**src/hw/rtl/dcfp_pkg.sv**
```systemverilog
// shared types, constants and matcher functions for the delimited command frame parser
package dcfp_pkg;

  localparam int FRAME_LIMIT = 80;
  localparam int COUNT_W = 7;

  localparam logic [7:0] START_RESET = 8'h24;
  localparam logic [7:0] END_RESET = 8'h40;

  localparam logic [1:0] ON_LEN = 2'd2;
  localparam logic [1:0] OFF_LEN = 2'd3;
  localparam logic [3:0] READ_LEN = 4'd11;

  typedef enum logic {
    CFG_START_CHAR = 1'b0,
    CFG_END_CHAR   = 1'b1
  } cfg_index_t;

  typedef enum logic [1:0] {
    CMD_NONE = 2'd0,
    CMD_ON   = 2'd1,
    CMD_OFF  = 2'd2,
    CMD_READ = 2'd3
  } cmd_t;

  typedef struct packed {
    logic frame_done;
    cmd_t command;
    logic relay_on;
    logic overflowed;
  } result_t;

  function automatic logic [7:0] on_char(input logic [1:0] idx);
    logic [7:0] ch;
    case (idx)
      2'd0: ch = 8'h4f;
      2'd1: ch = 8'h4e;
      default: ch = 8'h00;
    endcase
    return ch;
  endfunction

  function automatic logic [7:0] off_char(input logic [1:0] idx);
    logic [7:0] ch;
    case (idx)
      2'd0: ch = 8'h4f;
      2'd1: ch = 8'h46;
      2'd2: ch = 8'h46;
      default: ch = 8'h00;
    endcase
    return ch;
  endfunction

  function automatic logic [7:0] read_char(input logic [3:0] idx);
    logic [7:0] ch;
    case (idx)
      4'd0: ch = 8'h52;
      4'd1: ch = 8'h65;
      4'd2: ch = 8'h61;
      4'd3: ch = 8'h64;
      4'd4: ch = 8'h20;
      4'd5: ch = 8'h53;
      4'd6: ch = 8'h65;
      4'd7: ch = 8'h6e;
      4'd8: ch = 8'h73;
      4'd9: ch = 8'h6f;
      4'd10: ch = 8'h72;
      default: ch = 8'h00;
    endcase
    return ch;
  endfunction

  // returns {hit, next progress}; no partial-match fallback beyond the first char
  function automatic logic [4:0] match_step(input logic [3:0] prog, input logic [3:0] len,
                                            input logic [7:0] at_prog, input logic [7:0] first,
                                            input logic [7:0] ch);
    logic [3:0] p;
    logic hit;
    if (prog < len && at_prog == ch) begin
      p = prog + 4'd1;
    end else if (first == ch) begin
      p = 4'd1;
    end else begin
      p = 4'd0;
    end
    hit = (p == len);
    if (hit) begin
      p = 4'd0;
    end
    return {hit, p};
  endfunction

endpackage

```
**src/hw/rtl/dcfp_core.sv**
```systemverilog
// frame state, substring matchers and command decision for one byte
module dcfp_core (
  input  logic              clk,
  input  logic              rst,
  input  logic              advance,
  input  logic [7:0]        rx_byte,
  input  logic [7:0]        start_char,
  input  logic [7:0]        end_char,
  output dcfp_pkg::result_t result
);

  logic                             in_frame, in_frame_next;
  logic [dcfp_pkg::COUNT_W-1:0]     frame_count, frame_count_next;
  logic [1:0]                       on_progress, on_progress_next;
  logic [1:0]                       off_progress, off_progress_next;
  logic [3:0]                       read_progress, read_progress_next;
  logic [2:0]                       found_flags, found_flags_next;
  logic                             relay_level, relay_level_next;

  always_comb begin
    logic [4:0] m_on;
    logic [4:0] m_off;
    logic [4:0] m_read;
    in_frame_next      = in_frame;
    frame_count_next   = frame_count;
    on_progress_next   = on_progress;
    off_progress_next  = off_progress;
    read_progress_next = read_progress;
    found_flags_next   = found_flags;
    relay_level_next   = relay_level;
    result.frame_done  = 1'b0;
    result.command     = dcfp_pkg::CMD_NONE;
    result.overflowed  = 1'b0;
    m_on   = '0;
    m_off  = '0;
    m_read = '0;

    if (rx_byte == start_char) begin
      in_frame_next      = 1'b1;
      frame_count_next   = '0;
      on_progress_next   = '0;
      off_progress_next  = '0;
      read_progress_next = '0;
      found_flags_next   = '0;
    end

    if (in_frame_next) begin
      if (frame_count_next >= dcfp_pkg::COUNT_W'(dcfp_pkg::FRAME_LIMIT)) begin
        frame_count_next   = '0;
        on_progress_next   = '0;
        off_progress_next  = '0;
        read_progress_next = '0;
        found_flags_next   = '0;
        result.overflowed  = 1'b1;
      end else if (rx_byte == end_char) begin
        result.frame_done = 1'b1;
        if (found_flags_next[0]) begin
          result.command   = dcfp_pkg::CMD_ON;
          relay_level_next = 1'b1;
        end else if (found_flags_next[1]) begin
          result.command   = dcfp_pkg::CMD_OFF;
          relay_level_next = 1'b0;
        end else if (found_flags_next[2]) begin
          result.command = dcfp_pkg::CMD_READ;
        end
        in_frame_next      = 1'b0;
        frame_count_next   = '0;
        on_progress_next   = '0;
        off_progress_next  = '0;
        read_progress_next = '0;
        found_flags_next   = '0;
      end else begin
        frame_count_next = frame_count_next + 1'b1;
        m_on = dcfp_pkg::match_step({2'b00, on_progress_next}, {2'b00, dcfp_pkg::ON_LEN},
                                    dcfp_pkg::on_char(on_progress_next),
                                    dcfp_pkg::on_char(2'd0), rx_byte);
        m_off = dcfp_pkg::match_step({2'b00, off_progress_next}, {2'b00, dcfp_pkg::OFF_LEN},
                                     dcfp_pkg::off_char(off_progress_next),
                                     dcfp_pkg::off_char(2'd0), rx_byte);
        m_read = dcfp_pkg::match_step(read_progress_next, dcfp_pkg::READ_LEN,
                                      dcfp_pkg::read_char(read_progress_next),
                                      dcfp_pkg::read_char(4'd0), rx_byte);
        on_progress_next   = m_on[1:0];
        off_progress_next  = m_off[1:0];
        read_progress_next = m_read[3:0];
        found_flags_next   = found_flags_next | {m_read[4], m_off[4], m_on[4]};
      end
    end
    result.relay_on = relay_level_next;
  end

  always_ff @(posedge clk) begin
    if (rst) begin
      in_frame      <= 1'b0;
      frame_count   <= '0;
      on_progress   <= '0;
      off_progress  <= '0;
      read_progress <= '0;
      found_flags   <= '0;
      relay_level   <= 1'b0;
    end else if (advance) begin
      in_frame      <= in_frame_next;
      frame_count   <= frame_count_next;
      on_progress   <= on_progress_next;
      off_progress  <= off_progress_next;
      read_progress <= read_progress_next;
      found_flags   <= found_flags_next;
      relay_level   <= relay_level_next;
    end
  end

`ifndef ASSERT_OFF
  a_idle_count_clear: assert property (@(posedge clk) disable iff (rst)
    !in_frame |-> frame_count == '0)
    else $error("frame count not clear outside a frame");

  a_count_limit: assert property (@(posedge clk) disable iff (rst)
    frame_count <= dcfp_pkg::COUNT_W'(dcfp_pkg::FRAME_LIMIT))
    else $error("frame count beyond limit");

  a_cmd_needs_done: assert property (@(posedge clk) disable iff (rst)
    result.command != dcfp_pkg::CMD_NONE |-> result.frame_done)
    else $error("command without frame close");

  a_on_sets_relay: assert property (@(posedge clk) disable iff (rst)
    advance && result.command == dcfp_pkg::CMD_ON |=> relay_level)
    else $error("on command did not set relay");
`endif

endmodule

```
**src/hw/rtl/delimited_command_frame_parser.sv**
```systemverilog
// top level of the delimited command frame parser: handshake, config and result registers
//
// rx channel: rx_valid, rx_byte in, rx_stall out. A byte is taken at a rising edge with
// rx_valid high and rx_stall low. Every byte taken gives exactly one result request on the
// res channel: frame_done, command, relay_on and overflowed with res_valid, held while
// res_stall is high and taken at an edge with res_valid high and res_stall low.
// The byte first lands in an input register; the frame state and the three matchers then
// update and the result is captured in the output register. One byte per cycle is
// sustained while the receiver keeps res_stall low. When the receiver stalls, the output
// register holds its result, the input register holds at most one more byte, and rx_stall
// rises only once both are full.
// Config: cfg_write high at a rising edge writes cfg_data into start_char (index 0) or
// end_char (index 1); write only while no request is in flight.
// Reset (rst, synchronous, active high) closes any frame, clears the relay level, empties
// both registers and restores start_char to '$' and end_char to '@'.
module delimited_command_frame_parser (
  input  logic       clk,
  input  logic       rst,
  input  logic       cfg_write,
  input  logic       cfg_index,
  input  logic [7:0] cfg_data,
  input  logic       rx_valid,
  output logic       rx_stall,
  input  logic [7:0] rx_byte,
  output logic       res_valid,
  input  logic       res_stall,
  output logic       frame_done,
  output logic [1:0] command,
  output logic       relay_on,
  output logic       overflowed
);

  logic [7:0]        start_char;
  logic [7:0]        end_char;
  logic              hold_valid;
  logic [7:0]        hold_byte;
  logic              out_ready;
  logic              advance;
  logic              rx_take;
  dcfp_pkg::result_t result;
  dcfp_pkg::result_t res_reg;

  assign out_ready = !res_valid || !res_stall;
  assign advance   = hold_valid && out_ready;
  assign rx_stall  = hold_valid && !out_ready;
  assign rx_take   = rx_valid && !rx_stall;

  always_ff @(posedge clk) begin
    if (rst) begin
      start_char <= dcfp_pkg::START_RESET;
      end_char   <= dcfp_pkg::END_RESET;
    end else if (cfg_write) begin
      case (dcfp_pkg::cfg_index_t'(cfg_index))
        dcfp_pkg::CFG_START_CHAR: start_char <= cfg_data;
        dcfp_pkg::CFG_END_CHAR:   end_char   <= cfg_data;
        default: ;
      endcase
    end
  end

  always_ff @(posedge clk) begin
    if (rst) begin
      hold_valid <= 1'b0;
    end else if (rx_take) begin
      hold_valid <= 1'b1;
    end else if (advance) begin
      hold_valid <= 1'b0;
    end
  end

  always_ff @(posedge clk) begin
    if (rx_take) begin
      hold_byte <= rx_byte;
    end
  end

  dcfp_core u_core (
    .clk        (clk),
    .rst        (rst),
    .advance    (advance),
    .rx_byte    (hold_byte),
    .start_char (start_char),
    .end_char   (end_char),
    .result     (result)
  );

  always_ff @(posedge clk) begin
    if (rst) begin
      res_valid <= 1'b0;
    end else if (out_ready) begin
      res_valid <= advance;
    end
  end

  always_ff @(posedge clk) begin
    if (advance) begin
      res_reg <= result;
    end
  end

  assign frame_done = res_reg.frame_done;
  assign command    = res_reg.command;
  assign relay_on   = res_reg.relay_on;
  assign overflowed = res_reg.overflowed;

`ifndef ASSERT_OFF
  a_no_done_and_overflow: assert property (@(posedge clk) disable iff (rst)
    res_valid |-> !(frame_done && overflowed))
    else $error("frame close and overflow in one result");

  a_stall_only_when_full: assert property (@(posedge clk) disable iff (rst)
    rx_stall |-> hold_valid && res_valid)
    else $error("input stalled with room to spare");

  a_advance_fills_output: assert property (@(posedge clk) disable iff (rst)
    advance |=> res_valid)
    else $error("advanced byte gave no result");
`endif

endmodule
```
**config.mk**
```make
export PLATFORM = sky130hd
export DESIGN_NAME = delimited_command_frame_parser
export DESIGN_NICKNAME = d
export VERILOG_FILES = /design/src/hw/rtl/dcfp_pkg.sv /design/src/hw/rtl/dcfp_core.sv /design/src/hw/rtl/delimited_command_frame_parser.sv
export SDC_FILE = /design/constraint.sdc
export NUM_CORES = 1
export LEC_CHECK = 0
export BUFFER_PORTS_ARGS = -buffer_cell sky130_fd_sc_hd__buf_2
export CAP_MARGIN = 20
export CORE_MARGIN = 10
export CORE_UTILIZATION = 64
export DETAILED_ROUTE_END_ITERATION = 8
export PLACE_DENSITY = 0.85
export SLEW_MARGIN = 40
export SYNTH_ARGS = -nofsm -noshare
export SYNTH_HDL_FRONTEND = slang
export SYNTH_SLANG_ARGS = --single-unit
```
**constraint.sdc**
```tcl
create_clock -name clk -period 5.04 [get_ports clk]
set_input_delay 0.504 -clock clk [delete_from_list [all_inputs] [get_ports clk]]
set_output_delay 0.504 -clock clk [all_outputs]
set_load 0.03 [all_outputs]
```
==> metrics.md <==
| Metric | Value |
|---|---|
| Remaining design rule violation count | `0` |
| TritonCTS clock tree | `built` |
| Sw Ratio | `24.6%` |
| # placed instances | `433` |
| Post-synthesis register bit count | `51` |
| Number of optimization iterations in the first detailed-route pass | `5` |
| Critical path data required time | `5270 ps` |
| Tightest Pin Transition | `691 ps` |
| Status | `finished, final reports clean` |
| Post-detailed-route count of antenna-violating nets | `0` |
| Top fanout value on the critical path | `15` |
| Number of enable flip-flop cells after synthesis | `13` |
| Crit path DAT | `3810 ps` |
| Die width | `89.6 um` |
| Power per standard cell area | `244 nW/um^2` |
| Net total in the final layout | `418` |
| Wire length of the first global-routing pass | `12100 um` |
| RSZ-0062 raised after global routing | `no` |
| Critical-path cell with the highest stage delay | `edfxtp_1` |
| Library cell with the highest instance count after synthesis | `nand2_1` |
| Reported leakage power | `1.25 nW` |
| Mapped Nets | `404` |
| Post-CTS clock slew at the launch and capture registers of the worst setup and hold paths | `90 ps` |
| Final cell count without fillers | `441` |
| Num Clock Sinks | `51` |
| Core footprint | `4690 um^2` |
| Post-synth top area share | `24.6%` |
| Worst slack on hold paths | `371 ps` |
| Via count of the first global-routing pass | `2612` |
| Clock latency reported for the late side of the worst-skew pair | `300 ps` |
| Count of yosys warnings during synthesis | `0` |
| 1st-iter DRT viols | `316` |
| Hold WC Path Type | `input port to register` |
| Clock Skews | `4.26 ps` |
| Post-CTS Setup Bufs | `0` |
| Total Die Area | `8020 um^2` |
| Antenna diodes | `0` |
| Library cell with the largest summed area after synthesis | `dfxtp_1` |
| Max frequency | `0.279 GHz` |
| Hold Fails Final Rpt | `0` |
| Final routed wirelength across all metal layers | `7170 um` |
| Clock buffer depth | `2` |
| CP delay by family, top | `compound AO/OA/AOI/OAI gates` |
| Startpoint kind of the worst setup timing path | `register` |
| Total buffers and inverters traversed by the critical path | `1` |
| Pin count of the biggest net entering global routing | `39` |
| Top cells by instance count after synthesis | `59 x nand2_1, 38 x dfxtp_1, 32 x a21oi_1` |
| Relative contribution of sequential cells to total power | `55.4%` |
| Slew margin rel. | `54.0%` |
| Count of endpoints failing setup in the final report | `0` |
| Wire length per cell | `16.3 um` |
| Final Max Tran Viols | `0` |
| Die extent in y | `89.6 um` |
| Top cell by count, worst path | `nand2_1` |
| Via density | `6.26` |
| Combinational share of power | `9.3%` |
| Remaining Overflow, GRT | `0` |
| Initial Util | `66.0%` |
| Count of unique library cells instantiated by Yosys | `63` |
| Number of buffers created by CTS | `5` |
| Delay of the slowest critical-path stage | `590 ps` |
| Total number of vias | `2761` |
| Final-layout setup total negative slack | `0 ps` |
| Sequential element share of the synthesized area | `37.2%` |
| # IOs | `29` |
| Global routing usage summed across all routing layers | `18.6%` |
| Most used flip-flop cell after synthesis | `dfxtp_1` |
| Area growth from synthesis to layout | `7.27%` |
| Synth Instances | `372` |
| Antenna violations before repair | `0` |
| Post-DP HPWL | `5210 um` |
| IR Drop Worst-Case VDD | `0.000175 V` |
| Critical path capture point type | `register` |
| Ranking of synthesized cells by area | `dfxtp_1 25%, edfxtp_1 13%, nand2_1 7.1%, a21oi_1 5.2%, ha_1 4.0%` |
| Cell internal power dissipation | `0.611 mW` |
| Cell area after synthesis | `3100 um^2` |
| Final GP Congestion | `0.917` |
| Root Buffer | `clkbuf_8` |
| NetSw | `0.199 mW` |
| Post-synthesis area per instance | `8.33 um^2` |
| Num rows | `25` |
| Async set or reset register ratio after synthesis | `0%` |
| Critical path cell sequence | `xnor2_1, and4_1, nand2_4, nand2_1, inv_1, ha_1, a22oi_1, nand2_1, o32a_1, a211oi_2, nand3_2, o31ai_2` |
| Shortest period the worst path allows | `3580 ps` |
| Final period utilization | `71.0%` |
| Max Cap Violations | `0` |
| Resized Gates After CTS | `0` |
| H-tree levels | `2` |
| Port Buffers | `28` |
| Hold-fix buffers at CTS | `0` |
| Clock power share | `35.3%` |
| Crit path kind | `register to register` |
| Fraction of layout cells with a size suffix above 1 | `14.5%` |
## through the flow
stage / power, mW / utilization [%] / cell area, um^2 / setup slack, ps
5_1_grt: 0.839 / 70.8 / 3320 / 1230
2_1_floorplan: 0.511 / - / 3100 / 1910
4_1_cts: 0.811 / 70.8 / 3320 / 1510
6_report: 0.810 / 70.8 / 3320 / 1460
3_3_place_gp: 0.530 / 68.5 / 3210 / 1680
3_5_place_dp: 0.533 / 68.5 / 3210 / 1580
## routing by layer
layer / vias up / global-route usage [%] / wire length (um)
met5: - / 0 / 0
met4: 0 / 5.35 / 113
met3: 11 / 3.70 / 501
met2: 129 / 29.9 / 3420
met1: 1270 / 24.8 / 3140
li1: 1351 / - / -
## registers in the layout, summed over array words and instances (netlist names), 2 cells and up
signal / count
command: 2
end_char: 8
hold_byte: 8
start_char: 8
u_core.found_flags: 3
u_core.frame_count: 7
u_core.off_progress: 2
u_core.on_progress: 2
u_core.read_progress: 4
## final cells by class
class | instances | area [um^2]
Multi-Input combinational cell | 278 | 1760
Fill cell | 372 | 1370
Sequential cell | 51 | 1150
Timing Repair Buffer | 30 | 155
Inverter | 20 | 75.1
Clock buffer | 5 | 68.8
Tap cell | 54 | 67.6
Clock inverter | 3 | 42.5
## cells by family after synthesis
family,Yosys count,synth area share (%)
buffers and inverters,43,5.94
adders and majority gates,10,4.04
DFF,51,37.2
muxes,2,0.646
AOI/OAI and AO/OA,92,20.4
xor gates and xnor gates,20,6.62
and+or+nand+nor,154,25.2
## placed cells by master, fill, tap and decap left out, types with 5 or more instances in the layout
cell	Yosys	layout
nand2_1	59	59
dfxtp_1	38	38
a21oi_1	32	32
nor2_1	28	28
buf_2	9	28
inv_1	19	19
o21ai_0	13	13
edfxtp_1	13	13
nand3_1	12	12
xor2_1	10	10
ha_1	10	10
nor4_1	7	7
nor3_1	7	7
xnor2_1	6	6
nand2b_1	6	6
and3_1	5	5
o21ai_1	5	5
a211oi_1	5	5
clkbuf_8	0	5
## final timing paths
check                     from                 endpoint  slack (ps)  depth (start not counted)
setup reg to reg  hold_byte[0]  u_core.read_progress[2]        1460                         12
hold / removal      rx_byte[6]             hold_byte[6]         370                          1
setup / recovery  hold_byte[0]  u_core.read_progress[2]        1460                         12
hold reg to reg    end_char[3]              end_char[3]         480                          2
## power groups by stage
stage / Sequential, mW / Combinational (mW) / Clock, mW
2_1_floorplan: 0.454 / 0.0572 / 0
3_3_place_gp: 0.457 / 0.0729 / 0
3_5_place_dp: 0.458 / 0.0751 / 0
4_1_cts: 0.449 / 0.0754 / 0.288
5_1_grt: 0.451 / 0.0835 / 0.305
6_report: 0.449 / 0.0757 / 0.286
(Power assumes the default switching activity.)
